## src/design/wbss_pkg.sv

```systemverilog
`timescale 1ns / 1ps
// ----------------------------------------------------------------------------
// wbss_pkg
// Shared types and constants of the wildcard byte signature scanner.
// ----------------------------------------------------------------------------
package wbss_pkg;

    // Signature register file holds this many byte positions.
    localparam int REG_BYTES = 16;
    localparam int LEN_W     = 5;
    localparam int START_W   = 32;
    localparam int IDX_W     = 4;
    localparam int CFG_W     = 64;

    // Configuration register indexes
    localparam logic [IDX_W-1:0] CFG_PAT_LO  = 4'd0;
    localparam logic [IDX_W-1:0] CFG_PAT_HI  = 4'd1;
    localparam logic [IDX_W-1:0] CFG_WILD    = 4'd2;
    localparam logic [IDX_W-1:0] CFG_LENGTH  = 4'd3;

    typedef enum logic [1:0] {
        ST_NONE    = 2'd0,
        ST_MATCH   = 2'd1,
        ST_PENDING = 2'd2
    } status_t;

    typedef struct packed {
        logic [8*REG_BYTES-1:0] sig_bytes;
        logic [REG_BYTES-1:0]   wild_mask;
        logic [LEN_W-1:0]       length_raw;
    } cfg_t;

    typedef struct packed {
        logic [7:0] data_byte;
        logic       new_scan;
        logic       chunk_end;
    } item_t;

    typedef struct packed {
        status_t              scan_status;
        logic [START_W-1:0]   match_start;
        logic [LEN_W-1:0]     partial_length;
    } result_t;

endpackage

```

## src/design/wbss_cfg.sv

```systemverilog
`timescale 1ns / 1ps
// ----------------------------------------------------------------------------
// wbss_cfg
// Configuration register file: signature bytes, wildcard mask, length.
// ----------------------------------------------------------------------------
module wbss_cfg (
    input  logic                         aclk,
    input  logic                         aresetn,
    input  logic                         wr_en,
    input  logic [wbss_pkg::IDX_W-1:0]   wr_index,
    input  logic [wbss_pkg::CFG_W-1:0]   wr_data,
    output wbss_pkg::cfg_t               cfg
);

    logic [wbss_pkg::CFG_W-1:0]     pat_lo_reg;
    logic [wbss_pkg::CFG_W-1:0]     pat_hi_reg;
    logic [wbss_pkg::REG_BYTES-1:0] wild_reg;
    logic [wbss_pkg::LEN_W-1:0]     length_reg;

    always_ff @(posedge aclk) begin
        if (!aresetn) begin
            pat_lo_reg <= '0;
            pat_hi_reg <= '0;
            wild_reg   <= '0;
            length_reg <= wbss_pkg::LEN_W'(1);
        end else if (wr_en) begin
            case (wr_index)
                wbss_pkg::CFG_PAT_LO: pat_lo_reg <= wr_data;
                wbss_pkg::CFG_PAT_HI: pat_hi_reg <= wr_data;
                wbss_pkg::CFG_WILD:   wild_reg   <= wr_data[wbss_pkg::REG_BYTES-1:0];
                wbss_pkg::CFG_LENGTH: length_reg <= wr_data[wbss_pkg::LEN_W-1:0];
                default: ;  // drop writes to unused indexes
            endcase
        end
    end

    assign cfg.sig_bytes  = {pat_hi_reg, pat_lo_reg};
    assign cfg.wild_mask  = wild_reg;
    assign cfg.length_raw = length_reg;

endmodule

```

## src/design/wbss_core.sv

```systemverilog
`timescale 1ns / 1ps
// ----------------------------------------------------------------------------
// wbss_core
// Shift-and matcher: scan state registers and the per-byte update logic.
// ----------------------------------------------------------------------------
module wbss_core #(
    parameter int MAX_PATTERN   = 16,
    parameter int POSITION_BITS = 32
) (
    input  logic              aclk,
    input  logic              aresetn,
    input  wbss_pkg::cfg_t    cfg,
    input  wbss_pkg::item_t   item,
    input  logic              step,
    output wbss_pkg::result_t result
);

    localparam int CAP   = (MAX_PATTERN < wbss_pkg::REG_BYTES) ? MAX_PATTERN
                                                               : wbss_pkg::REG_BYTES;
    localparam int OFS_W = (POSITION_BITS > wbss_pkg::START_W) ? POSITION_BITS
                                                               : wbss_pkg::START_W;
    localparam int LW    = wbss_pkg::LEN_W;
    localparam int SW    = wbss_pkg::START_W;

    logic [CAP-1:0]           pv_reg,    pv_next;
    logic [POSITION_BITS-1:0] pos_reg,   pos_next;
    logic                     found_reg, found_next;
    logic [SW-1:0]            fo_reg,    fo_next;

    always_comb begin
        logic [CAP-1:0]           pv_cur;
        logic [POSITION_BITS-1:0] pos_cur;
        logic                     found_cur;
        logic [SW-1:0]            fo_cur;
        logic [LW-1:0]            len_eff;
        logic [CAP-1:0]           hits;
        logic [CAP-1:0]           lmask;
        logic [CAP-1:0]           nv;
        logic [LW-1:0]            plen;
        logic                     full;
        logic [OFS_W-1:0]         ofs_full;
        logic [OFS_W-1:0]         ofs_part;
        logic [POSITION_BITS-1:0] pos_step;

        // a new scan clears everything before this byte is looked at
        pv_cur    = item.new_scan ? '0 : pv_reg;
        pos_cur   = item.new_scan ? '0 : pos_reg;
        found_cur = item.new_scan ? 1'b0 : found_reg;
        fo_cur    = item.new_scan ? '0 : fo_reg;

        if (cfg.length_raw == '0) begin
            len_eff = LW'(1);
        end else if (cfg.length_raw > LW'(CAP)) begin
            len_eff = LW'(CAP);
        end else begin
            len_eff = cfg.length_raw;
        end

        for (int k = 0; k < CAP; k++) begin
            hits[k]  = cfg.wild_mask[k] | (cfg.sig_bytes[8*k +: 8] == item.data_byte);
            lmask[k] = (LW'(k) < len_eff);
        end

        nv = {pv_cur[CAP-2:0], 1'b1} & hits & lmask;

        plen = '0;
        full = 1'b0;
        for (int k = 0; k < CAP; k++) begin
            if (nv[k]) begin
                plen = LW'(k + 1);
            end
            if (nv[k] && (LW'(k + 1) == len_eff)) begin
                full = 1'b1;
            end
        end

        ofs_full = OFS_W'(pos_cur) - OFS_W'(len_eff - LW'(1));
        ofs_part = OFS_W'(pos_cur) - OFS_W'(plen - LW'(1));
        pos_step = (pos_cur == '1) ? pos_cur : pos_cur + POSITION_BITS'(1);

        pv_next    = pv_cur;
        pos_next   = pos_cur;
        found_next = found_cur;
        fo_next    = fo_cur;

        result.scan_status    = wbss_pkg::ST_NONE;
        result.match_start    = '0;
        result.partial_length = '0;

        if (found_cur) begin
            // hold after the first match
            result.match_start = fo_cur;
        end else begin
            pv_next  = nv;
            pos_next = pos_step;
            if (full) begin
                found_next            = 1'b1;
                fo_next               = ofs_full[SW-1:0];
                result.scan_status    = wbss_pkg::ST_MATCH;
                result.match_start    = ofs_full[SW-1:0];
                result.partial_length = len_eff;
            end else if (nv != '0) begin
                result.scan_status    = item.chunk_end ? wbss_pkg::ST_PENDING
                                                       : wbss_pkg::ST_NONE;
                result.match_start    = ofs_part[SW-1:0];
                result.partial_length = plen;
            end
        end
    end

    always_ff @(posedge aclk) begin
        if (!aresetn) begin
            pv_reg    <= '0;
            pos_reg   <= '0;
            found_reg <= 1'b0;
            fo_reg    <= '0;
        end else if (step) begin
            pv_reg    <= pv_next;
            pos_reg   <= pos_next;
            found_reg <= found_next;
            fo_reg    <= fo_next;
        end
    end

endmodule

```

## src/design/wildcard_byte_signature_scan.sv

```systemverilog
`timescale 1ns / 1ps
// ----------------------------------------------------------------------------
// wildcard_byte_signature_scan
// Streaming search for a byte signature with per-position wildcards.
// ----------------------------------------------------------------------------
//
//  Channel  | Direction | Handshake              | Payload
//  ---------+-----------+------------------------+-------------------------------
//  s_       | in        | s_tvalid / s_tready    | tdata byte, tuser new scan,
//           |           |                        | tlast chunk end
//  m_       | out       | m_tvalid / m_tready    | tdata start + length,
//           |           |                        | tuser status
//  cfg_     | in        | cfg_valid / cfg_ready  | cfg_index, cfg_data
//
//  One request per cycle sustained while m_tready stays high; each request
//  passes the input register, then the result register.
//  The scan state update (shift-and vector, position, found flag) is one
//  combinational step between the input register and the result register.
//  aresetn is synchronous and active low; it clears scan state and config.
//  A stall on m_tready holds the result register and the input register;
//  s_tready falls only when both are full and the output is stalled.
//  cfg_ready is always high.
// ----------------------------------------------------------------------------
module wildcard_byte_signature_scan #(
    parameter int MAX_PATTERN   = 16,
    parameter int POSITION_BITS = 32
) (
    input  logic                         aclk,
    input  logic                         aresetn,

    input  logic                         s_tvalid,
    output logic                         s_tready,
    input  logic [7:0]                   s_tdata,   // [7:0] data_byte
    input  logic                         s_tuser,   // [0] new_scan
    input  logic                         s_tlast,   // chunk_end

    output logic                         m_tvalid,
    input  logic                         m_tready,
    output logic [39:0]                  m_tdata,   // [31:0] match_start,
                                                    // [36:32] partial_length,
                                                    // [39:37] zero
    output logic [1:0]                   m_tuser,   // [1:0] scan_status

    input  logic                         cfg_valid,
    output logic                         cfg_ready,
    input  logic [wbss_pkg::IDX_W-1:0]   cfg_index,
    input  logic [wbss_pkg::CFG_W-1:0]   cfg_data
);

    wbss_pkg::cfg_t    cfg;
    wbss_pkg::result_t core_res;

    // Input register
    logic              in_valid_reg, in_valid_next;
    wbss_pkg::item_t   in_item_reg;

    // Result register
    logic              out_valid_reg, out_valid_next;
    wbss_pkg::result_t out_res_reg;

    logic              advance;
    logic              in_accept;

    assign cfg_ready = 1'b1;

    wbss_cfg u_cfg (
        .aclk     (aclk),
        .aresetn  (aresetn),
        .wr_en    (cfg_valid),
        .wr_index (cfg_index),
        .wr_data  (cfg_data),
        .cfg      (cfg)
    );

    // Advance the held request when the result register is free or draining.
    assign advance   = in_valid_reg && (!out_valid_reg || m_tready);
    assign s_tready  = !in_valid_reg || advance;
    assign in_accept = s_tvalid && s_tready;

    wbss_core #(
        .MAX_PATTERN   (MAX_PATTERN),
        .POSITION_BITS (POSITION_BITS)
    ) u_core (
        .aclk    (aclk),
        .aresetn (aresetn),
        .cfg     (cfg),
        .item    (in_item_reg),
        .step    (advance),
        .result  (core_res)
    );

    always_comb begin
        // hold unless a new request comes in or the current one moves on
        in_valid_next = in_valid_reg;
        if (in_accept) begin
            in_valid_next = 1'b1;
        end else if (advance) begin
            in_valid_next = 1'b0;
        end

        out_valid_next = out_valid_reg;
        if (advance) begin
            out_valid_next = 1'b1;
        end else if (m_tready) begin
            out_valid_next = 1'b0;
        end
    end

    always_ff @(posedge aclk) begin
        if (!aresetn) begin
            in_valid_reg  <= 1'b0;
            out_valid_reg <= 1'b0;
        end else begin
            in_valid_reg  <= in_valid_next;
            out_valid_reg <= out_valid_next;
        end
    end

    // Payload registers: no reset needed.
    always_ff @(posedge aclk) begin
        if (in_accept) begin
            in_item_reg.data_byte <= s_tdata;
            in_item_reg.new_scan  <= s_tuser;
            in_item_reg.chunk_end <= s_tlast;
        end
        if (advance) begin
            out_res_reg <= core_res;
        end
    end

    assign m_tvalid = out_valid_reg;
    assign m_tdata  = {3'b000, out_res_reg.partial_length, out_res_reg.match_start};
    assign m_tuser  = out_res_reg.scan_status;

endmodule

```

## config.mk

```make
export PLATFORM = sky130hd
export DESIGN_NAME = wildcard_byte_signature_scan
export DESIGN_NICKNAME = d
export VERILOG_FILES = /design/src/design/wbss_pkg.sv /design/src/design/wbss_cfg.sv /design/src/design/wbss_core.sv /design/src/design/wildcard_byte_signature_scan.sv
export SDC_FILE = /design/constraint.sdc
export NUM_CORES = 1
export LEC_CHECK = 0
export BUFFER_PORTS_ARGS = -buffer_cell sky130_fd_sc_hd__buf_2
export CAP_MARGIN = 20
export CORE_AREA = 2 2 197 199
export DETAILED_ROUTE_END_ITERATION = 8
export DIE_AREA = 0 0 199 201
export PLACE_DENSITY = 0.71
export SLEW_MARGIN = 20
export SYNTH_ARGS = -nofsm -noshare
export SYNTH_HDL_FRONTEND = slang
export SYNTH_SLANG_ARGS = --single-unit
```

## constraint.sdc

```tcl
create_clock -name aclk -period 15.53 [get_ports aclk]
set_clock_uncertainty 0.2 [all_clocks]
set_input_delay 3.8825 -clock aclk [delete_from_list [all_inputs] [get_ports aclk]]
set_output_delay 3.8825 -clock aclk [all_outputs]
set_load 0.02 [all_outputs]
```

* Yosys cells after proc, flatten, opt, wreduce, memory -nomap -nowiden
Cells that the tools add are included.
Word-level totals: bits in registers 280, bits in latches 0, RAM bits 0, ROM bits 0, input bits 83, output and inout bits 45, logic and storage cells 179, memories 0
Operators by class: $add $sub $neg 5, multipliers 0, div/mod/pow operators 0, $lt $le $gt $ge 17, equal/unequal tests 36, shift-type cells 0, mux-type cells 53, bitwise logic cells 19, reductions and logical operators 32
Operators by type and width (number):
- two-way mux 32 bit | 7
- equality test 8 bit | 16
- two-way mux 38 bit | 2
- subtractor 32 bit | 2
- equality test 4 x 5 -> 1 bit, first input constant | 8
- < comparator 4 x 5 -> 1 bit, first input constant | 8
- adder 32 x 1 -> 32 bit, second input constant | 1
- bitwise AND 16 bit | 2
- equality test 32 bit, second input constant | 1
- two-way mux 4 bit | 8
- two-way mux 15 bit | 2
- two-way mux 1 bit | 24
- equality test 3 x 5 -> 1 bit, first input constant | 4
- < comparator 3 x 5 -> 1 bit, first input constant | 4
- logical AND 1 bit | 18
- OR 1 bit | 16
- nonzero test 16 bit | 1
- two-way mux 5 bit | 3
- two-way mux 3 bit | 4
- subtractor 5 x 1 -> 6 bit, second input constant | 2
- equality test 2 x 5 -> 1 bit, first input constant | 2
- < comparator 1 x 5 -> 1 bit, first input constant | 2
- < comparator 2 x 5 -> 1 bit, first input constant | 2
- equality test 4 x 2 -> 1 bit, second input constant | 2
- other kinds (13) | 21

* Depth between registers and ports, before layout
depth in word-level cells 26, depth in mapped cells 27, gate-level depth less buffers 25

* Modules after synthesis
Synthesis repeated with hierarchy kept, for this count alone.
Unflattened totals: cells, all modules 1901, area, all modules 16992.5 µm²
Modules (own cells, without submodules):
- wbss_core | times used 1, cells an instance 1280, area an instance 9639.2 µm², seq. area each 1601.5 µm²
- wbss_cfg | times used 1, cells an instance 557, area an instance 5740.5 µm², seq. area each 2982.9 µm²
- wildcard_byte_signature_scan | times used 1, cells an instance 64, area an instance 1612.8 µm², seq. area each 1511.4 µm²

* Least setup slack after synthesis
Ideal clock, no wire load.
path type input to output, start point input port m_tready, end point output port s_tready, arrival time 4235 ps, required time 11448 ps, setup slack 7212 ps, stages on the path 2, path buffers 0, cell sequence nor2b_1 -> nand2_1
On the way: word-level cells in the longest chain between the ends 3
RTL lines:
- start: declaration | RTL line wildcard_byte_signature_scan.sv:38 | input logic m_tready,
- logical OR 1 bit | RTL line wildcard_byte_signature_scan.sv:76 | assign advance = in_valid_reg && (!out_valid_reg || m_tready);
- logical AND 1 bit | RTL line wildcard_byte_signature_scan.sv:76
- logical OR 1 bit | RTL line wildcard_byte_signature_scan.sv:77 | assign s_tready = !in_valid_reg || advance;
- end: declaration | RTL line wildcard_byte_signature_scan.sv:32 | output logic s_tready,
Every way passes these cells.

* Worst setup path after layout
Same ends and word-level chain as after synthesis.

==> results.ini <==
[routing]
dr_wl_met3_mm=2.51
drtIter0Drc=1063
ant_nets=0
drc=0
via_per_inst=5.43
dr.max_layer_used=met5
wire_per_inst_um=16.5
num_vias=14335
wl_met2_mm=20.2
wl_met1_mm=19.7
firstDrtPassIters=7
drt_wl_total_mm=43.7

[critical_path]
slowest_delay_ns=0.20
end_kind=output port
path_class=in2out
cp_slowest_cell=nor2b_1
timing.rr.start=in_item_reg[7]
regToRegSetupSlack_ns=8.02
reg2regPathDepth=19
startpoint=m_tready
arrival_ns=4.45
worst_r2r_endpoint=m_tdata[30]
cp_num_cells=4
cp-endpoint=s_tready
path_buf_inv=2
crit_fanout=4
crit_family=simple AND/OR/NAND/NOR gates
startpoint_type=input pin
crit_chain=buf_2 -> nor2b_1 -> nand2_1 -> buf_2
cp.required_ns=11.45
worst_path_most_repeated_cell=buf_2

[sta]
setup_viol=0
max_slew_margin_pct=21.0
period_needed_ns=8.53
holdWs_ns=0.265
tightest_slew_ns=1.18
max_freq_mhz=117
hold_viol=0
slew_viol_final=0
rsz0062_at_grt=no
fin_tns_setup_ns=0
period_share_pct=55.0

[die]
fp.dieArea_um2=40000
fp-row-count=72
die_x_um=199
initial_core_util_pct=44.4
die_y_um=201
ios=128
core_area_um2=38100

[synth]
yosysUniqueCellTypes=79
synth_edf_count=49
synth_flop_cell=dfxtp_1
synth_most_common_cell=nand2_1
syn_inst=2021
ys_warn_count=0
asyncSetResetFlopFracSynth_pct=0
synth_top_area_cell=dfxtp_1
synth_common_cells=nand2_1 (423), dfxtp_1 (231), a21boi_0 (160), xor2_1 (159), nor2_1 (125)
syn_area_um2=16900
ys_seq_area_share_pct=36.0
avgSynthCellArea_um2=8.37
synth_area_leaders=dfxtp_1 (27%), nand2_1 (9.4%), edfxtp_1 (8.7%)
synth_top_area_share_pct=27.3
yosys_register_bits=280

[power]
p_leak_nw=7.63
p_per_area_nw_per_um2=86.9
ir_drop_uv=77.8
p_total_mw=1.64

[global_routing]
grt_pass1_wl_mm=71.8
grt_overflow=0
track_usage_pct=21.9
grt_pass1_vias=14105
grt_max_degree=126
antenna_found_initial=6

[cells_and_area]
fillCellCount=3613
area_delta_synth_final_pct=11.8
finalNetCount=2251
fin_cells=2642
final_cell_area_um2=18900
drive_above_1_share_pct=11.3

[place]
gp_congestion=0.920
numPortBuffers=123
placed_area_um2=17800
numPlacedInstances=2583
dp_hpwl_mm=29.7

[clock_tree]
root_buffer=clkbuf_16
cts.sinks=280
clock_latency_ns=0.60
cts_resized=0
path_clk_slew_ns=0.06
cts_tree=built
cts_htree_levels=1
cts_buffer_depth=3
postCtsSetupRepairBufs=0
cts_hold_buf=0
cts_buffers=31

[hold_path]
min_path_type=reg2reg

[run]
drv_cap=0

[status]
status=complete, no violations

## layout make-up
| class | instances | area [um^2] | area share, % |
|---|---|---|---|
| diodes | 2 | 5.00 | 0.0265 |
| clock buffers | 43 | 903 | 4.78 |
| clock inverters | 13 | 144 | 0.761 |
| inverters | 29 | 109 | 0.576 |
| multi-input cells | 1615 | 10200 | 54.1 |
| flip-flops and latches | 280 | 6100 | 32.2 |
| well taps | 518 | 648 | 3.43 |
| repair buffers | 142 | 773 | 4.09 |
## worst reg2reg max path, stage by stage (launching register included)
cell       delay [ns]
edfxtp_1         1.10
xor2_1           0.15
nor4_1           0.46
a21oi_1          0.18
nor4b_1          0.80
a2111o_1         0.28
o221a_1          0.27
nor4_4           0.10
inv_1            0.75
ha_1             0.40
o21a_1           0.22
o211ai_1         0.21
o21bai_1         0.24
a31oi_1          0.23
a2111oi_0        0.64
or3_1            0.25
a31oi_1          0.19
a211oi_1         0.32
xor2_1           0.18
o22ai_1          0.09
## worst min path at each step
stage,end,depth (start not counted),startpoint
2_1_floorplan,u_core.fo_reg[27],2,u_core.fo_reg[27]
3_3_place_gp,u_core.fo_reg[27],2,u_core.fo_reg[27]
3_5_place_dp,u_core.pv_reg[5],2,u_core.pv_reg[5]
4_1_cts,u_core.pv_reg[5],2,u_core.pv_reg[5]
5_1_grt,u_cfg.wild_reg[1],2,u_cfg.wild_reg[1]
6_report,u_core.pv_reg[5],2,u_core.pv_reg[5]
## cells by family (layout without fill, tap and decap cells)
| family | count (synthesis) | in the layout | share of synthesized area, % |
|---|---|---|---|
| xor+xnor | 208 | 208 | 10.8 |
| mux | 10 | 10 | 0.592 |
| compound gates | 448 | 448 | 19.7 |
| simple gates | 850 | 850 | 23.4 |
| other cells | 2 | 32 | 0.0444 |
| buf+inv | 154 | 227 | 4.30 |
| fa+ha+maj | 69 | 69 | 5.19 |
| flops | 280 | 280 | 36.0 |
## where the power goes
group          internal [mW]  switching, mW  leakage (nW)
combinational         0.0464         0.0821          4.78
clock                  0.441          0.313         0.517
sequential             0.750        0.00987          2.33
total                   1.24          0.405          7.63
## metal layers
metal	GRT usage (%)	vias to the layer above
met5	0	-
met4	7.17	8
met3	3.81	95
met2	36.8	341
met1	28.5	6755
li1	-	7136
## cell usage in the layout (no fill, tap or decap), types with 7 or more instances in the layout
cell,n
a211o_1,8
a211oi_1,11
a21boi_0,160
a21o_1,23
a21oi_1,72
a221oi_2,21
a22oi_1,18
a31oi_1,13
a32oi_1,11
and2_1,41
and3_1,12
buf_2,122
buf_4,19
clkbuf_16,33
conb_1,30
dfxtp_1,231
edfxtp_1,49
ha_1,67
inv_1,26
mux2i_1,10
nand2_1,421
nand2b_1,17
nand3_1,33
nand4_1,13
nor2_1,124
nor2b_1,76
nor3_1,22
nor3b_1,7
nor4_1,37
o211ai_1,8
o21a_1,10
o21ai_0,29
o21ai_1,7
or3_1,7
xnor2_1,49
xor2_1,159
## stage by stage
stage               setup slack, ns  util (%)
finish                         7.00      49.6
global route                   6.94      49.6
floorplan                      7.21         -
detailed placement             7.01      46.8
global placement               7.01      46.8
CTS                            7.01      49.5
No activity file was read; power rests on OpenSTA's default activity.
